===== src/design/trx_pkg.sv =====
// shared types and constants of the timed-key rolling xor codec
package trx_pkg;

  typedef logic [7:0] trx_byte_t;

  // fixed base key and message framing widths
  localparam int KEY_LEN = 8;
  localparam int KEY_IDX_W = $clog2(KEY_LEN);
  localparam int SIZE_W = $clog2(KEY_LEN) + 1;
  localparam int UPTIME_W = 40;
  localparam trx_byte_t BASE_KEY [KEY_LEN] = '{
    8'h8F, 8'h80, 8'h19, 8'hCF, 8'h77, 8'h6C, 8'hFE, 8'hB7
  };

  // bucket = floor((uptime - 5000) / 10000) = floor(((uptime - 5000) >> 4) / 625)
  localparam logic [UPTIME_W-1:0] UPTIME_OFFSET = 40'd5000;
  localparam int BUCKET_SHR = 4;
  localparam int DVD_W = UPTIME_W - BUCKET_SHR;
  localparam int REM_W = 10;
  localparam logic [REM_W-1:0] BUCKET_DIVISOR = 10'd625;

  // bucket digits of 9 bits: digit = floor(t / 625) = (t * ceil(2^29 / 625)) >> 29,
  // exact for t below 625 * 512; the last digit holds the bucket modulo 256
  localparam int BKT_DIGIT_W = 9;
  localparam int BKT_T_W = REM_W + BKT_DIGIT_W;
  localparam int BKT_RECIP_W = 20;
  localparam logic [BKT_RECIP_W-1:0] BKT_RECIP = 20'd858994;
  localparam int BKT_PROD_W = BKT_T_W + BKT_RECIP_W;
  localparam int BKT_SHR = 29;

  // step counts of the bucket unit and the serial modulo
  localparam int BUCKET_STEPS = DVD_W / BKT_DIGIT_W;
  localparam int MOD_STEPS = 8;
  localparam int CNT_W = $clog2(MOD_STEPS);

  // controller to datapath commands
  typedef struct packed {
    logic load_first;
    logic encode_direct;
    logic encode_held;
    logic div_step;
    logic bkt_step;
    logic mod_init;
    logic pick;
    logic finish;
  } trx_cmd_t;

  // datapath to controller status
  typedef struct packed {
    logic size_two;
    logic out_busy;
  } trx_sts_t;

endpackage


===== src/design/trx_in_if.sv =====
// input byte channel of the codec
interface trx_in_if;
  logic                                 valid;
  logic                                 ready;
  logic                                 first;
  logic [trx_pkg::UPTIME_W-1:0]         uptime_ms;
  logic [7:0]                           plain_byte;
  logic                                 last;

  modport source (output valid, first, uptime_ms, plain_byte, last, input ready);
  modport sink (input valid, first, uptime_ms, plain_byte, last, output ready);
endinterface


===== src/design/trx_out_if.sv =====
// result byte channel of the codec
interface trx_out_if;
  logic       valid;
  logic       ready;
  logic [7:0] cipher_byte;
  logic       last_out;

  modport source (output valid, cipher_byte, last_out, input ready);
  modport sink (input valid, cipher_byte, last_out, output ready);
endinterface


===== src/design/trx_dp.sv =====
// codec datapath: bucket unit, serial modulo, key pool, rolling key and output register
module trx_dp (
  input  logic                          clk,
  input  logic                          rst_n,
  input  trx_pkg::trx_cmd_t             cmd,
  output trx_pkg::trx_sts_t             sts,
  input  logic [trx_pkg::UPTIME_W-1:0]  in_uptime_ms,
  input  logic [7:0]                    in_plain_byte,
  input  logic                          in_last,
  input  logic                          out_ready,
  output logic                          out_valid,
  output logic [7:0]                    out_cipher_byte,
  output logic                          out_last_out
);

  // divider state
  logic [trx_pkg::DVD_W-1:0]  dvd_r, dvd_nxt;
  logic [trx_pkg::REM_W-1:0]  rem_r, rem_nxt;
  logic [trx_pkg::REM_W-1:0]  div_r, div_nxt;
  logic [trx_pkg::REM_W:0]    trial;
  logic [trx_pkg::REM_W:0]    diff;
  logic                       q_bit;

  // bucket digit unit
  logic [trx_pkg::BKT_T_W-1:0]     bkt_t;
  logic [trx_pkg::BKT_PROD_W-1:0]  bkt_prod;
  logic [trx_pkg::BKT_DIGIT_W-1:0] bkt_digit;
  logic [trx_pkg::BKT_T_W-1:0]     bkt_rem;

  // key derivation state
  trx_pkg::trx_byte_t         n_r, n_nxt;
  trx_pkg::trx_byte_t         pool_r [trx_pkg::KEY_LEN];
  trx_pkg::trx_byte_t         pool_nxt [trx_pkg::KEY_LEN];
  logic [trx_pkg::SIZE_W-1:0] size_r, size_nxt;
  logic [trx_pkg::KEY_IDX_W-1:0] pick_idx;
  trx_pkg::trx_byte_t         pick_val;
  logic [16:0]                prod;
  logic [trx_pkg::UPTIME_W-1:0] excess;

  // rolling key and message state
  trx_pkg::trx_byte_t         key_r [trx_pkg::KEY_LEN];
  trx_pkg::trx_byte_t         key_nxt [trx_pkg::KEY_LEN];
  trx_pkg::trx_byte_t         pos_r, pos_nxt;
  trx_pkg::trx_byte_t         plain_r, plain_nxt;
  logic                       last_r, last_nxt;

  // encoder
  trx_pkg::trx_byte_t         enc_plain;
  logic                       enc_last;
  trx_pkg::trx_byte_t         enc_cipher;
  trx_pkg::trx_byte_t         enc_key1;
  logic                       enc_en;

  // output register
  logic                       out_valid_r, out_valid_nxt;
  trx_pkg::trx_byte_t         out_cipher_r, out_cipher_nxt;
  logic                       out_last_r, out_last_nxt;

  // one restoring division step
  assign trial = {rem_r, dvd_r[trx_pkg::DVD_W-1]};
  assign diff  = trial - {1'b0, div_r};
  assign q_bit = (trial >= {1'b0, div_r});

  // one bucket digit: divide remainder and next 9 bits by 625
  assign bkt_t     = {rem_r, dvd_r[trx_pkg::DVD_W-1 -: trx_pkg::BKT_DIGIT_W]};
  assign bkt_prod  = trx_pkg::BKT_PROD_W'(bkt_t) * trx_pkg::BKT_PROD_W'(trx_pkg::BKT_RECIP);
  assign bkt_digit = bkt_prod[trx_pkg::BKT_SHR +: trx_pkg::BKT_DIGIT_W];
  assign bkt_rem   = bkt_t - trx_pkg::BKT_T_W'(bkt_digit) *
                             trx_pkg::BKT_T_W'(trx_pkg::BUCKET_DIVISOR);

  // pool pick and next n = (n * v + v) mod 256
  assign pick_idx = rem_r[trx_pkg::KEY_IDX_W-1:0];
  assign pick_val = pool_r[pick_idx];
  assign prod     = 17'({1'b0, n_r} + 9'd1) * 17'(pick_val);

  // uptime offset clamped at zero
  assign excess = (in_uptime_ms > trx_pkg::UPTIME_OFFSET) ?
                  (in_uptime_ms - trx_pkg::UPTIME_OFFSET) : '0;

  // encode source: direct input or held first byte
  assign enc_en     = cmd.encode_direct | cmd.encode_held;
  assign enc_plain  = cmd.encode_held ? plain_r : in_plain_byte;
  assign enc_last   = cmd.encode_held ? last_r : in_last;
  assign enc_cipher = enc_plain ^ key_r[0];
  assign enc_key1   = (key_r[1] ^ enc_cipher) + pos_r;

  // next-state logic
  always_comb begin
    dvd_nxt   = dvd_r;
    rem_nxt   = rem_r;
    div_nxt   = div_r;
    n_nxt     = n_r;
    size_nxt  = size_r;
    pos_nxt   = pos_r;
    plain_nxt = plain_r;
    last_nxt  = last_r;
    for (int j = 0; j < trx_pkg::KEY_LEN; j++) begin
      pool_nxt[j] = pool_r[j];
      key_nxt[j]  = key_r[j];
    end

    if (cmd.load_first) begin
      dvd_nxt   = excess[trx_pkg::UPTIME_W-1:trx_pkg::BUCKET_SHR];
      rem_nxt   = '0;
      size_nxt  = trx_pkg::SIZE_W'(trx_pkg::KEY_LEN);
      pos_nxt   = '0;
      plain_nxt = in_plain_byte;
      last_nxt  = in_last;
      for (int j = 0; j < trx_pkg::KEY_LEN; j++) begin
        pool_nxt[j] = trx_pkg::BASE_KEY[j];
      end
    end

    // bucket digit; the last one leaves the bucket modulo 256 in n
    if (cmd.bkt_step) begin
      dvd_nxt = {dvd_r[trx_pkg::DVD_W-trx_pkg::BKT_DIGIT_W-1:0],
                 {trx_pkg::BKT_DIGIT_W{1'b0}}};
      rem_nxt = bkt_rem[trx_pkg::REM_W-1:0];
      n_nxt   = bkt_digit[7:0];
    end

    if (cmd.div_step) begin
      dvd_nxt = {dvd_r[trx_pkg::DVD_W-2:0], 1'b0};
      rem_nxt = q_bit ? diff[trx_pkg::REM_W-1:0] : trial[trx_pkg::REM_W-1:0];
    end

    // reduce n modulo the current pool size
    if (cmd.mod_init) begin
      dvd_nxt = {n_r, {(trx_pkg::DVD_W-8){1'b0}}};
      rem_nxt = '0;
      div_nxt = trx_pkg::REM_W'(size_r);
    end

    // take one entry out of the pool and shift it into the key
    if (cmd.pick) begin
      for (int j = 0; j < trx_pkg::KEY_LEN - 1; j++) begin
        if (j >= int'(pick_idx)) begin
          pool_nxt[j] = pool_r[j+1];
        end
        key_nxt[j] = key_r[j+1];
      end
      key_nxt[trx_pkg::KEY_LEN-1] = pick_val ^ n_r;
      n_nxt    = prod[7:0];
      size_nxt = size_r - trx_pkg::SIZE_W'(1);
    end

    // last remaining pool entry completes the key
    if (cmd.finish) begin
      for (int j = 0; j < trx_pkg::KEY_LEN - 1; j++) begin
        key_nxt[j] = key_r[j+1];
      end
      key_nxt[trx_pkg::KEY_LEN-1] = pool_r[0];
    end

    // encode and rotate so slot 0 holds the next position's key byte
    if (enc_en) begin
      key_nxt[0] = enc_key1;
      for (int j = 1; j < trx_pkg::KEY_LEN - 1; j++) begin
        key_nxt[j] = key_r[j+1];
      end
      key_nxt[trx_pkg::KEY_LEN-1] = key_r[0];
      pos_nxt = pos_r + 8'd1;
    end
  end

  // output register
  always_comb begin
    out_valid_nxt  = out_valid_r & ~out_ready;
    out_cipher_nxt = out_cipher_r;
    out_last_nxt   = out_last_r;
    if (enc_en) begin
      out_valid_nxt  = 1'b1;
      out_cipher_nxt = enc_cipher;
      out_last_nxt   = enc_last;
    end
  end

  // control state and rolling key
  always_ff @(posedge clk) begin
    if (!rst_n) begin
      out_valid_r <= 1'b0;
      pos_r       <= '0;
      for (int j = 0; j < trx_pkg::KEY_LEN; j++) begin
        key_r[j] <= '0;
      end
    end else begin
      out_valid_r <= out_valid_nxt;
      pos_r       <= pos_nxt;
      for (int j = 0; j < trx_pkg::KEY_LEN; j++) begin
        key_r[j] <= key_nxt[j];
      end
    end
  end

  // payload registers
  always_ff @(posedge clk) begin
    dvd_r        <= dvd_nxt;
    rem_r        <= rem_nxt;
    div_r        <= div_nxt;
    n_r          <= n_nxt;
    size_r       <= size_nxt;
    plain_r      <= plain_nxt;
    last_r       <= last_nxt;
    out_cipher_r <= out_cipher_nxt;
    out_last_r   <= out_last_nxt;
    for (int j = 0; j < trx_pkg::KEY_LEN; j++) begin
      pool_r[j] <= pool_nxt[j];
    end
  end

  assign sts.size_two     = (size_r == trx_pkg::SIZE_W'(2));
  assign sts.out_busy     = out_valid_r & ~out_ready;
  assign out_valid        = out_valid_r;
  assign out_cipher_byte  = out_cipher_r;
  assign out_last_out     = out_last_r;

  // divider remainder stays below the divisor
  a_rem_bound: assert property (@(posedge clk) disable iff (!rst_n)
    $past(cmd.div_step) |-> (rem_r < div_r))
    else $error("divider remainder not below divisor");

  // picked index lies inside the live pool
  a_pick_idx: assert property (@(posedge clk) disable iff (!rst_n)
    cmd.pick |-> (rem_r < trx_pkg::REM_W'(size_r)) && (size_r >= trx_pkg::SIZE_W'(2)))
    else $error("pool pick outside live entries");

  // a result is never written over one still waiting
  a_no_overwrite: assert property (@(posedge clk) disable iff (!rst_n)
    enc_en |-> !(out_valid_r && !out_ready))
    else $error("result register overwritten");

endmodule


===== src/design/trx_ctrl.sv =====
// codec controller: sequences key derivation and encoding
module trx_ctrl (
  input  logic               clk,
  input  logic               rst_n,
  input  logic               in_valid,
  input  logic               in_first,
  output logic               in_ready,
  input  trx_pkg::trx_sts_t  sts,
  output trx_pkg::trx_cmd_t  cmd
);

  typedef enum logic [2:0] {
    ST_IDLE,
    ST_BUCKET,
    ST_MOD_INIT,
    ST_MOD,
    ST_PICK,
    ST_FINISH,
    ST_ENC
  } state_t;

  state_t                    state_r, state_nxt;
  logic [trx_pkg::CNT_W-1:0] cnt_r, cnt_nxt;
  logic                      accept;

  assign in_ready = (state_r == ST_IDLE) && !sts.out_busy;
  assign accept   = in_valid && in_ready;

  // commands and next state
  always_comb begin
    cmd       = '0;
    state_nxt = state_r;
    cnt_nxt   = cnt_r;
    unique case (state_r)
      ST_IDLE: begin
        if (accept) begin
          if (in_first) begin
            cmd.load_first = 1'b1;
            cnt_nxt        = '0;
            state_nxt      = ST_BUCKET;
          end else begin
            cmd.encode_direct = 1'b1;
          end
        end
      end
      ST_BUCKET: begin
        cmd.bkt_step = 1'b1;
        cnt_nxt      = cnt_r + trx_pkg::CNT_W'(1);
        if (cnt_r == trx_pkg::CNT_W'(trx_pkg::BUCKET_STEPS - 1)) begin
          state_nxt = ST_MOD_INIT;
        end
      end
      ST_MOD_INIT: begin
        cmd.mod_init = 1'b1;
        cnt_nxt      = '0;
        state_nxt    = ST_MOD;
      end
      ST_MOD: begin
        cmd.div_step = 1'b1;
        cnt_nxt      = cnt_r + trx_pkg::CNT_W'(1);
        if (cnt_r == trx_pkg::CNT_W'(trx_pkg::MOD_STEPS - 1)) begin
          state_nxt = ST_PICK;
        end
      end
      ST_PICK: begin
        cmd.pick  = 1'b1;
        state_nxt = sts.size_two ? ST_FINISH : ST_MOD_INIT;
      end
      ST_FINISH: begin
        cmd.finish = 1'b1;
        state_nxt  = ST_ENC;
      end
      ST_ENC: begin
        if (!sts.out_busy) begin
          cmd.encode_held = 1'b1;
          state_nxt       = ST_IDLE;
        end
      end
      default: begin
        state_nxt = ST_IDLE;
      end
    endcase
  end

  // state and step counter
  always_ff @(posedge clk) begin
    if (!rst_n) begin
      state_r <= ST_IDLE;
      cnt_r   <= '0;
    end else begin
      state_r <= state_nxt;
      cnt_r   <= cnt_nxt;
    end
  end

  // a message start holds off the next request while the key is derived
  a_first_stalls: assert property (@(posedge clk) disable iff (!rst_n)
    (accept && in_first) |=> !in_ready)
    else $error("request accepted during key derivation");

  // encoding only happens from idle or after derivation completes
  a_enc_src: assert property (@(posedge clk) disable iff (!rst_n)
    cmd.encode_held |-> $past(state_r == ST_FINISH) || $past(state_r == ST_ENC))
    else $error("held byte encoded before key finished");

endmodule


===== src/design/timed_key_rolling_xor_codec.sv =====
// top level of the timed-key rolling xor byte codec
// Encodes a byte stream with a rolling 8-byte xor key. A request with first set
// starts a message: the key is derived from uptime_ms (bucket of 10 s after a
// 5 s offset) and the byte position restarts at zero before that byte is
// encoded. Every request yields exactly one result, with last_out copied from
// last. A request without first is encoded in the cycle it is accepted, and the block
// accepts one such request per cycle while the output register drains. A request with
// first holds off every new request until its result is formed, and no new
// request is accepted meanwhile: the uptime bucket is formed in 4 steps that each take
// 9 more uptime bits and divide by 625 with a reciprocal multiply, then for
// each of the seven pool picks one load, 8 steps of a bit-serial modulo by the
// pool size and the pick itself, then the last key byte is placed and the byte
// is encoded once the output register is free. After reset the key is all zero and the position is
// zero, so bytes sent before any first are encoded with that key.
module timed_key_rolling_xor_codec (
  input  logic        clk,
  input  logic        rst_n,
  trx_in_if.sink      in_ch,
  trx_out_if.source   out_ch
);

  trx_pkg::trx_cmd_t cmd;
  trx_pkg::trx_sts_t sts;

  // sequencing
  trx_ctrl u_ctrl (
    .clk      (clk),
    .rst_n    (rst_n),
    .in_valid (in_ch.valid),
    .in_first (in_ch.first),
    .in_ready (in_ch.ready),
    .sts      (sts),
    .cmd      (cmd)
  );

  // key derivation and encoding
  trx_dp u_dp (
    .clk             (clk),
    .rst_n           (rst_n),
    .cmd             (cmd),
    .sts             (sts),
    .in_uptime_ms    (in_ch.uptime_ms),
    .in_plain_byte   (in_ch.plain_byte),
    .in_last         (in_ch.last),
    .out_ready       (out_ch.ready),
    .out_valid       (out_ch.valid),
    .out_cipher_byte (out_ch.cipher_byte),
    .out_last_out    (out_ch.last_out)
  );

endmodule


===== src/flat_wrapper.sv =====
// flat-port wrapper written by rule: the top's interface ports become plain ports
module timed_key_rolling_xor_codec_flat 
  (clk, rst_n, in_ch_valid, in_ch_first, in_ch_uptime_ms, in_ch_plain_byte, in_ch_last, in_ch_ready, out_ch_valid, out_ch_cipher_byte, out_ch_last_out, out_ch_ready);
  trx_in_if in_ch_i ();
  trx_out_if out_ch_i ();
  input  logic clk;
  input  logic rst_n;
  input wire logic [$bits(in_ch_i.valid)-1:0] in_ch_valid;
  input wire logic [$bits(in_ch_i.first)-1:0] in_ch_first;
  input wire logic [$bits(in_ch_i.uptime_ms)-1:0] in_ch_uptime_ms;
  input wire logic [$bits(in_ch_i.plain_byte)-1:0] in_ch_plain_byte;
  input wire logic [$bits(in_ch_i.last)-1:0] in_ch_last;
  output wire logic [$bits(in_ch_i.ready)-1:0] in_ch_ready;
  output wire logic [$bits(out_ch_i.valid)-1:0] out_ch_valid;
  output wire logic [$bits(out_ch_i.cipher_byte)-1:0] out_ch_cipher_byte;
  output wire logic [$bits(out_ch_i.last_out)-1:0] out_ch_last_out;
  input wire logic [$bits(out_ch_i.ready)-1:0] out_ch_ready;
  assign in_ch_i.valid = in_ch_valid;
  assign in_ch_i.first = in_ch_first;
  assign in_ch_i.uptime_ms = in_ch_uptime_ms;
  assign in_ch_i.plain_byte = in_ch_plain_byte;
  assign in_ch_i.last = in_ch_last;
  assign in_ch_ready = in_ch_i.ready;
  assign out_ch_valid = out_ch_i.valid;
  assign out_ch_cipher_byte = out_ch_i.cipher_byte;
  assign out_ch_last_out = out_ch_i.last_out;
  assign out_ch_i.ready = out_ch_ready;
  timed_key_rolling_xor_codec u_core (.clk(clk), .rst_n(rst_n), .in_ch(in_ch_i), .out_ch(out_ch_i));
endmodule

===== config.mk =====
export PLATFORM = sky130hd
export DESIGN_NAME = timed_key_rolling_xor_codec_flat
export DESIGN_NICKNAME = d
export VERILOG_FILES = /design/src/design/trx_pkg.sv /design/src/design/trx_in_if.sv /design/src/design/trx_out_if.sv /design/src/design/trx_dp.sv /design/src/design/trx_ctrl.sv /design/src/design/timed_key_rolling_xor_codec.sv /design/src/flat_wrapper.sv
export SDC_FILE = /design/constraint.sdc
export NUM_CORES = 1
export LEC_CHECK = 0
export BUFFER_PORTS_ARGS = -buffer_cell sky130_fd_sc_hd__buf_2
export CORE_MARGIN = 5
export CORE_UTILIZATION = 45
export CTS_CLUSTER_SIZE = 10
export DETAILED_ROUTE_END_ITERATION = 16
export PLACE_DENSITY_LB_ADDON = 0.15
export SETUP_SLACK_MARGIN = 0.4
export SLEW_MARGIN = 20
export SYNTH_ARGS = -nofsm -noshare
export SYNTH_HDL_FRONTEND = slang
export SYNTH_SLANG_ARGS = --single-unit

===== constraint.sdc =====
create_clock -name clk -period 9.9 [get_ports clk]
set_clock_uncertainty 0.15 [all_clocks]
set_input_delay 1.98 -clock clk [delete_from_list [all_inputs] [get_ports clk]]
set_output_delay 1.98 -clock clk [all_outputs]
set_load 0.01 [all_outputs]

==> flow_metrics.tcl, run 1 <==
set metrics [dict create \
    hpwl_um 39800 \
    setup_violations 0 \
    post_drt_wl_per_cell_um 18.2 \
    synthesis.area_um2 18700 \
    drive_gt1_share_pct 13.2 \
    synth-edff-count 42 \
    cp-end-kind "flop" \
    slew_headroom_pct 26.8 \
    row_count 74 \
    fin_crit_sh_pct 92.4 \
    htreeDepth 1 \
    path_max_fanout 5 \
    r2r-start "u_core.u_dp.rem_r[8]" \
    synth_compound_area_share_pct 12.5 \
    placed_cells_incl_taps 2684 \
    fin_util_pct 52.1 \
    grt_max_degree 56 \
    worst_path_most_repeated_cell "fa_1" \
    synth_cells 2127 \
    hold_class "reg2reg" \
    syn-num-nets 2555 \
    yosys.area_share.adder_pct 31.2 \
    crit_required_ns 10.17 \
    die_area_um2 45800 \
    grt_pass1_wl_um 79500 \
    cts_sinks 218 \
    finalHoldViolCount 0 \
    core_um2 41000 \
    vias 14500 \
    viasPerCell 5.24 \
    cts.clk_slew.worst_paths_ns 0.06 \
    fin_nets 2655 \
    layout_common_cells "346 x inv_1, 273 x nand2_1, 193 x ha_1, 169 x dfxtp_1, 146 x fa_1" \
    antenna_left 0 \
    whs_path_depth 2 \
    clk_path_buf_depth 3 \
    fmax_mhz 109 \
    final-seq-area_um2 4810 \
    cp.arrival_ns 9.42 \
    initial_core_util_pct 45.7 \
    die_y_um 214 \
    wirelength_um 50600 \
    grt_overflow 0 \
    grt.total_usage_pct 21.3 \
    yosysTopAreaCell "dfxtp_1" \
    slew_viol_final 0 \
    multi_input_area_um2 12800 \
    r2r_cells 33 \
    finalWeightedCongestion 0.953 \
    start_kind "flop" \
    hp-start "u_core.u_dp.key_r[0][30]" \
    synth_area_leaders "dfxtp_1 19%, fa_1 16%, ha_1 15%, inv_1 7.2%, edfxtp_1 6.7%" \
    synth_top_family_by_area "adder cells" \
    synth-xor-area-share_pct 6.31 \
    yosys_warnings 0 \
    async_flop_share_pct 0 \
    final.fill_count 3892 \
    cts_tree "yes" \
    fin_crit_ns 9.15 \
    ff2ff_setup_slack_ns 0.75 \
    crit_type "reg2reg" \
    hold_ws_ns 0.298 \
    cts_root_buffer "clkbuf_16" \
    final_common_cell "inv_1" \
    firstDrtPassIters 5 \
    cts_made_buffers 27 \
    drcViolationCount 0 \
    tightest_slew_ns 1.09 \
    clk_latency_ns 0.55 \
    synth_cell_types 75 \
    synth_area_per_cell_um2 8.81 \
    yosys_register_bits 218 \
    synth_simple_gate_area_share_pct 12.8 \
    critPathLaunch "u_core.u_dp.rem_r[8]" \
    grt_pass1_vias 14300 \
    cp_slowest_cell "fa_1" \
    final_cells 2775 \
    ys.flop_type "dfxtp_1" \
    antenna_found_initial 1 \
    synth.area.mux_share_pct 2.80 \
    die_w_um 214 \
    synthToLayoutAreaGrowth_pct 13.9 \
    grt_setup_unrepaired "yes" \
    drt_iter0_drc 1017 \
    min_to "u_core.u_dp.key_r[0][30]" \
    yosysSeqAreaShare_pct 25.5 \
    synth_top_area_share_pct 18.8 \
    io_buffers 64 \
    slowest_delay_ns 0.54 \
    fin_setup_tns_ns 0 \
    ioPinCount 65 \
    status "complete, no violations" \
    drv_cap 0 \
    reg2reg_to "u_core.u_dp.rem_r[9]" \
]
==> stage by stage <==
stage / cell area [µm²] / setup WS, ns
2_1_floorplan: 18700 / 0.824
3_3_place_gp: 19700 / 0.308
3_5_place_dp: 19800 / 0.176
4_1_cts: 20600 / 0.416
5_1_grt: 21400 / 0.342
6_report: 21400 / 0.748
==> repair_timing <==
item | CTS | global route
pin swaps | 0 | 53
endpoints found under the setup margin | 2 | 3
resized for setup | 15 | 85
hold buffers | 0 | 0
buffers inserted | 5 | 41
==> flip-flops by register name, indices dropped and copies added (netlist names), named ones only <==
| signal | cells |
|---|---|
| u_core.u_dp.key_r | 64 |
| u_core.u_dp.pool_r | 56 |
| u_core.u_dp.dvd_r | 36 |
| u_core.u_dp.rem_r | 10 |
| u_core.u_dp.n_r | 8 |
| u_core.u_dp.out_cipher_byte | 8 |
| u_core.u_dp.plain_r | 8 |
| u_core.u_dp.pos_r | 8 |
| u_core.u_dp.div_r | 4 |
| u_core.u_dp.size_r | 4 |
| u_core.u_ctrl.cnt_r | 3 |
| u_core.u_ctrl.state_r | 3 |
| u_core.u_dp.last_r | 1 |
| u_core.u_dp.out_last_out | 1 |
| u_core.u_dp.out_valid | 1 |
==> kinds of logic (layout without fill, tap and decap cells) <==
kind of cell	after synthesis	count (layout)
compound gates	378	378
simple gates	543	543
flops	218	218
xor+xnor	131	131
buf+inv	439	554
mux	41	41
other cells	0	1
fa+ha+maj	377	377
==> cell type report <==
cell class              instances  area share, %
flip-flops and latches        218           22.5
diodes                          1         0.0117
well taps                     532           3.12
multi-input cells            1470           59.7
clock inverters                 4          0.123
clock buffers                  40           3.49
repair buffers                148           4.60
inverters                     362           6.44
==> routing by layer <==
layer  part of all wire [%]  up-vias  wire, µm  GRT usage, %
li1                       -     7166         -             -
met1                     48     6990     24100          31.4
met2                     45      340     22800          33.5
met3                    5.6       50      2830          3.54
met4                    1.6        0       832          3.82
met5                      0        -         0             0
==> worst max path at each step <==
stage                      endpoint  slack (ns)  cells after the start
3_5_place_dp   u_core.u_dp.rem_r[9]        0.18                     34
3_3_place_gp   u_core.u_dp.rem_r[9]        0.31                     34
2_1_floorplan  u_core.u_dp.rem_r[9]        0.82                     34
6_report       u_core.u_dp.rem_r[9]        0.75                     33
5_1_grt        u_core.u_dp.rem_r[9]        0.34                     34
4_1_cts        u_core.u_dp.rem_r[9]        0.42                     34
==> synthesized netlist by cell type, drive strengths merged, types with 3 or more instances <==
| cell type | count |
|---|---|
| edfxtp | 42 |
| dfxtp | 176 |
| o21bai | 8 |
| inv | 361 |
| a311oi | 3 |
| xnor2 | 87 |
| nand2b | 14 |
| mux2i | 25 |
| nor4 | 7 |
| xor2 | 42 |
| a22o | 5 |
| o221ai | 3 |
| a221oi | 9 |
| nor2 | 127 |
| a211oi | 15 |
| a21o | 9 |
| a21boi | 9 |
| a22oi | 9 |
| and3 | 7 |
| fa | 152 |
| or2 | 5 |
| a21oi | 115 |
| nand2 | 275 |
| o2111ai | 4 |
| or4 | 4 |
| maj3 | 3 |
| nor2b | 21 |
| nand3 | 19 |
| a222oi | 13 |
| and2 | 17 |
| o211ai | 11 |
| o21ai | 131 |
| clkbuf | 64 |
| buf | 13 |
| mux4 | 8 |
| o22a | 7 |
| nor3 | 19 |
| nand3b | 3 |
| mux2 | 8 |
| nand4 | 9 |
| or3 | 12 |
| nor3b | 3 |
| o22ai | 4 |
| o21a | 6 |
| ha | 222 |
==> worst max-delay path: cells and delay by family (launching register included) <==
| family | cells | cell delay [ns] |
|---|---|---|
| adders and majority gates | 11 | 4.60 |
| and+or+nand+nor | 4 | 0.85 |
| AOI/OAI and AO/OA | 5 | 0.96 |
| buffers and inverters | 5 | 0.40 |
| DFF | 1 | 0.35 |
| xor gates and xnor gates | 8 | 1.71 |
Power of run 1 is left out: the tool's default activity adds up to more than one toggle a clock period on the data nets, which glitch-free logic cannot reach.
==> run 2: changes to the inputs <==
--- a/config.mk
+++ b/config.mk
@@ -6,9 +6,8 @@
 export NUM_CORES = 1
 export LEC_CHECK = 0
 export BUFFER_PORTS_ARGS = -buffer_cell sky130_fd_sc_hd__buf_2
-export CORE_MARGIN = 5
 export CORE_UTILIZATION = 45
-export CTS_CLUSTER_SIZE = 10
+export CTS_CLUSTER_SIZE = 30
 export DETAILED_ROUTE_END_ITERATION = 16
 export PLACE_DENSITY_LB_ADDON = 0.15
 export SETUP_SLACK_MARGIN = 0.4
==> flow_metrics.tcl, run 2 (synthesis results as in run 1) <==
set metrics [dict create \
    grt.total_usage_pct 24.1 \
    tightest_slew_ns 1.17 \
    cts_tree "yes" \
    hpwl_um 39700 \
    finalWeightedCongestion 0.911 \
    grtUsageMet3_pct 3.30 \
    grt_max_degree 56 \
    fmax_mhz 109 \
    grt_pass1_vias 14100 \
    reg_top3 "u_core.u_dp.key_r x64, u_core.u_dp.pool_r x56, u_core.u_dp.dvd_r x36" \
    cp-end-kind "flop" \
    path_buf_inv 5 \
    status "complete, no violations" \
    hold_class "reg2reg" \
    n_antenna_cell 0 \
    top_usage_layer "met2" \
    layout_common_cells "345 x inv_1, 273 x nand2_1, 193 x ha_1, 167 x dfxtp_1, 148 x fa_1" \
    largest_register_ffs 64 \
    initial_core_util_pct 45.8 \
    grt_overflow 0 \
    start_kind "flop" \
    final-seq-area_um2 4810 \
    drcViolationCount 0 \
    cts_made_buffers 24 \
    crit_type "reg2reg" \
    drt_iter0_drc 976 \
    clk_latency_ns 0.53 \
    antenna_found_initial 0 \
    final_cells 2772 \
    fin_nets 2650 \
    antenna_left 0 \
    firstDrtPassIters 8 \
    cts_root_buffer "clkbuf_16" \
    final_common_cell "inv_1" \
    drv_cap 0 \
    worst_path_most_repeated_cell "fa_1" \
    die_y_um 206 \
    fin_setup_tns_ns 0 \
    slew_viol_final 0 \
    cp_slowest_cell "fa_1" \
    crit_required_ns 10.15 \
    die_w_um 206 \
    vias 14600 \
    core_um2 40900 \
    cts.clk_slew.worst_paths_ns 0.07 \
    slowest_delay_ns 0.55 \
    io_buffers 64 \
    row_count 74 \
    grt_use_met1_pct 35.1 \
    cts_sinks 218 \
    finalHoldViolCount 0 \
    htreeDepth 1 \
    post_drt_wl_per_cell_um 18.2 \
    grt_setup_unrepaired "no" \
    clk_path_buf_depth 3 \
    use_met2_pct 38.3 \
    wirelength_um 50500 \
    slew_headroom_pct 22.0 \
    fin_crit_ns 9.19 \
    cpLargestDelayFamily "adder cells" \
    drive_gt1_share_pct 13.3 \
    cp.arrival_ns 9.44 \
    grt_pass1_wl_um 78700 \
    die_area_um2 42500 \
    path_max_fanout 5 \
    synthToLayoutAreaGrowth_pct 13.9 \
    viasPerCell 5.27 \
    placed_cells_incl_taps 2684 \
    final.fill_count 3891 \
    multi_input_area_um2 12800 \
    top_register "u_core.u_dp.key_r" \
    setup_violations 0 \
    ioPinCount 65 \
    fin_crit_sh_pct 92.9 \
]
run 2: repair_timing:
| action | in CTS | in global routing |
|---|---|---|
| resized for setup | 26 | 73 |
| hold buffers | 0 | 0 |
| endpoints found under the setup margin | 1 | 3 |
| pin swaps | 4 | 54 |
| buffers inserted | 14 | 30 |
run 2: final timing paths:
check	slack (ns)	startpoint	to	cells past startpoint
max	0.71	u_core.u_dp.rem_r[3]	u_core.u_dp.rem_r[9]	34
min	0.30	u_core.u_dp.key_r[0][42]	u_core.u_dp.key_r[0][42]	2
max reg2reg	0.71	u_core.u_dp.rem_r[3]	u_core.u_dp.rem_r[9]	34
min reg2reg	0.30	u_core.u_dp.key_r[0][42]	u_core.u_dp.key_r[0][42]	2
run 2: through the flow:
step	setup WS [ns]	utilization [%]	cell area [µm²]	hold WS, ns
final	0.706	52.2	21400	0.300
after detailed placement	0.132	48.3	19800	0.294
after global placement	0.266	48.2	19700	0.288
after CTS	0.409	50.7	20800	0.302
after global routing	0.361	52.2	21400	0.314
after floorplan	0.824	-	18700	0.278
run 2: layer usage:
layer  up-vias  wire length, µm
met4         0              664
met3        39             2780
li1       7144                -
met1      7087            24000
met5         -                0
met2       341            23100
run 2: layout make-up:
type / instances / area share [%]
inverters: 362 / 6.43
multi-input cells: 1470 / 59.7
clock buffers: 33 / 3.07
clock inverters: 11 / 0.551
flip-flops and latches: 218 / 22.5
well taps: 532 / 3.12
repair buffers: 146 / 4.57
run 2: worst reg2reg max path: cells and delay by family (launching register included):
family                     cells  cell delay, ns
DFF                            1            0.39
adders and majority gates     11            4.80
xor gates and xnor gates       8            1.49
AOI/OAI and AO/OA              9            1.75
and+or+nand+nor                1            0.11
buffers and inverters          5            0.33
Power of run 2 is left out for the same reason.
==> run 3: changes to the inputs <==
--- a/config.mk
+++ b/config.mk
@@ -5,7 +5,7 @@
 export SDC_FILE = /design/constraint.sdc
 export NUM_CORES = 1
 export LEC_CHECK = 0
-export BUFFER_PORTS_ARGS = -buffer_cell sky130_fd_sc_hd__buf_2
+export BUFFER_PORTS_ARGS = -buffer_cell sky130_fd_sc_hd__buf_4
 export CORE_UTILIZATION = 45
 export CTS_CLUSTER_SIZE = 30
 export DETAILED_ROUTE_END_ITERATION = 16
==> flow_metrics.tcl, run 3 (synthesis results as in run 1) <==
set metrics [dict create \
    reg_top3 "u_core.u_dp.key_r x64, u_core.u_dp.pool_r x56, u_core.u_dp.dvd_r x36" \
    slowest_delay_ns 0.53 \
    ctsHoldBuffers 0 \
    viasPerCell 5.28 \
    start_kind "flop" \
    cpLargestDelayFamily "adder cells" \
    finalHoldViolCount 0 \
    ioPinCount 65 \
    fmax_mhz 110 \
    final_common_cell "inv_1" \
    antenna_found_initial 0 \
    drt_iter0_drc 954 \
    core_um2 40900 \
    tightest_slew_ns 1.03 \
    finalWeightedCongestion 0.937 \
    worst_path_most_repeated_cell "fa_1" \
    placed_cells_incl_taps 2683 \
    layout_common_cells "350 x inv_1, 272 x nand2_1, 198 x ha_1, 169 x dfxtp_1, 148 x fa_1" \
    synthToLayoutAreaGrowth_pct 14.3 \
    hpwl_um 39600 \
    die_y_um 206 \
    grt.total_usage_pct 24.1 \
    crit_required_ns 10.15 \
    path_buf_inv 3 \
    cp-end-kind "flop" \
    cts_root_buffer "clkbuf_16" \
    top_register "u_core.u_dp.key_r" \
    vias 14600 \
    fin_nets 2641 \
    path_max_fanout 4 \
    largest_register_ffs 64 \
    grt_pass1_vias 14200 \
    cp.arrival_ns 9.39 \
    cts.clk_slew.worst_paths_ns 0.07 \
    final_area_um2 21400 \
    setup_violations 0 \
    placed_area_um2 19900 \
    die_w_um 206 \
    drcViolationCount 0 \
    final_cells 2763 \
    grt_max_degree 56 \
    firstDrtPassIters 8 \
    post_drt_wl_per_cell_um 18.2 \
    io_buffers 64 \
    fin_crit_ns 9.13 \
    cts_made_buffers 24 \
    status "complete, no violations" \
    grt_setup_unrepaired "no" \
    cts_sinks 218 \
    htreeDepth 1 \
    slew_headroom_pct 31.3 \
    clk_latency_ns 0.54 \
    hold_class "reg2reg" \
    n_antenna_cell 0 \
    clk_path_buf_depth 3 \
    drv_cap 0 \
    initial_core_util_pct 45.8 \
    cts_tree "yes" \
    die_area_um2 42500 \
    grt_overflow 0 \
    antenna_left 0 \
    row_count 74 \
    hold_ws_ns 0.300 \
    crit_type "reg2reg" \
    slew_viol_final 0 \
    grt_pass1_wl_um 78900 \
    drive_gt1_share_pct 12.6 \
    fin_crit_sh_pct 92.2 \
    fin_setup_tns_ns 0 \
    cp_slowest_cell "fa_1" \
    wirelength_um 50400 \
]
[run 3: cell types whose count changed in the layout (fill, tap and decap cells not counted), moves of 4 or more]
cell,delta
inv_1,+5
inv_2,-4
buf_2,-64
buf_4,+58
clkbuf_1,-4
ha_1,+5
[run 3: path summary, 6_finish.rpt]
path	start	endpoint	slack, ns	cells after the start
setup / recovery	u_core.u_dp.dvd_r[33]	u_core.u_dp.rem_r[9]	0.77	32
hold / removal	u_core.u_dp.key_r[0][53]	u_core.u_dp.key_r[0][53]	0.30	2
setup reg to reg	u_core.u_dp.dvd_r[33]	u_core.u_dp.rem_r[9]	0.77	32
hold reg to reg	u_core.u_dp.key_r[0][53]	u_core.u_dp.key_r[0][53]	0.30	2
[run 3: routing by layer]
layer / routed length [µm] / up-vias / GRT usage (%)
met5: 0 / - / 0
met2: 23000 / 339 / 38.1
li1: - / 7148 / -
met3: 3000 / 44 / 4.37
met4: 759 / 0 / 4.15
met1: 23600 / 7044 / 34.6
[run 3: cell type report]
class	instances	area, µm²
inverters	362	1380
well taps	532	666
multi-input cells	1470	12700
repair buffers	137	1030
flip-flops and latches	218	4810
fillers	3903	19500
clock inverters	10	118
clock buffers	34	732
[run 3: repair_timing]
item,4_1_cts,5_1_grt
pin swaps,2,43
setup endpoints to repair,1,3
buffers inserted,14,22
gates resized for setup,26,51
[run 3: tightest hold or removal path, stage by stage (launching register included)]
cell and delay [ns]:
dfxtp_1 0.31, nand2_1 0.05, a21oi_1 0.05
[run 3: per-stage QoR]
stage / worst slack, ns / utilization, %
finish: 0.768 / 52.3
global placement: 0.268 / 48.6
global route: 0.370 / 52.3
detailed placement: 0.167 / 48.6
CTS: 0.418 / 51.3
floorplan: 0.824 / -
Power of run 3 is left out for the same reason.
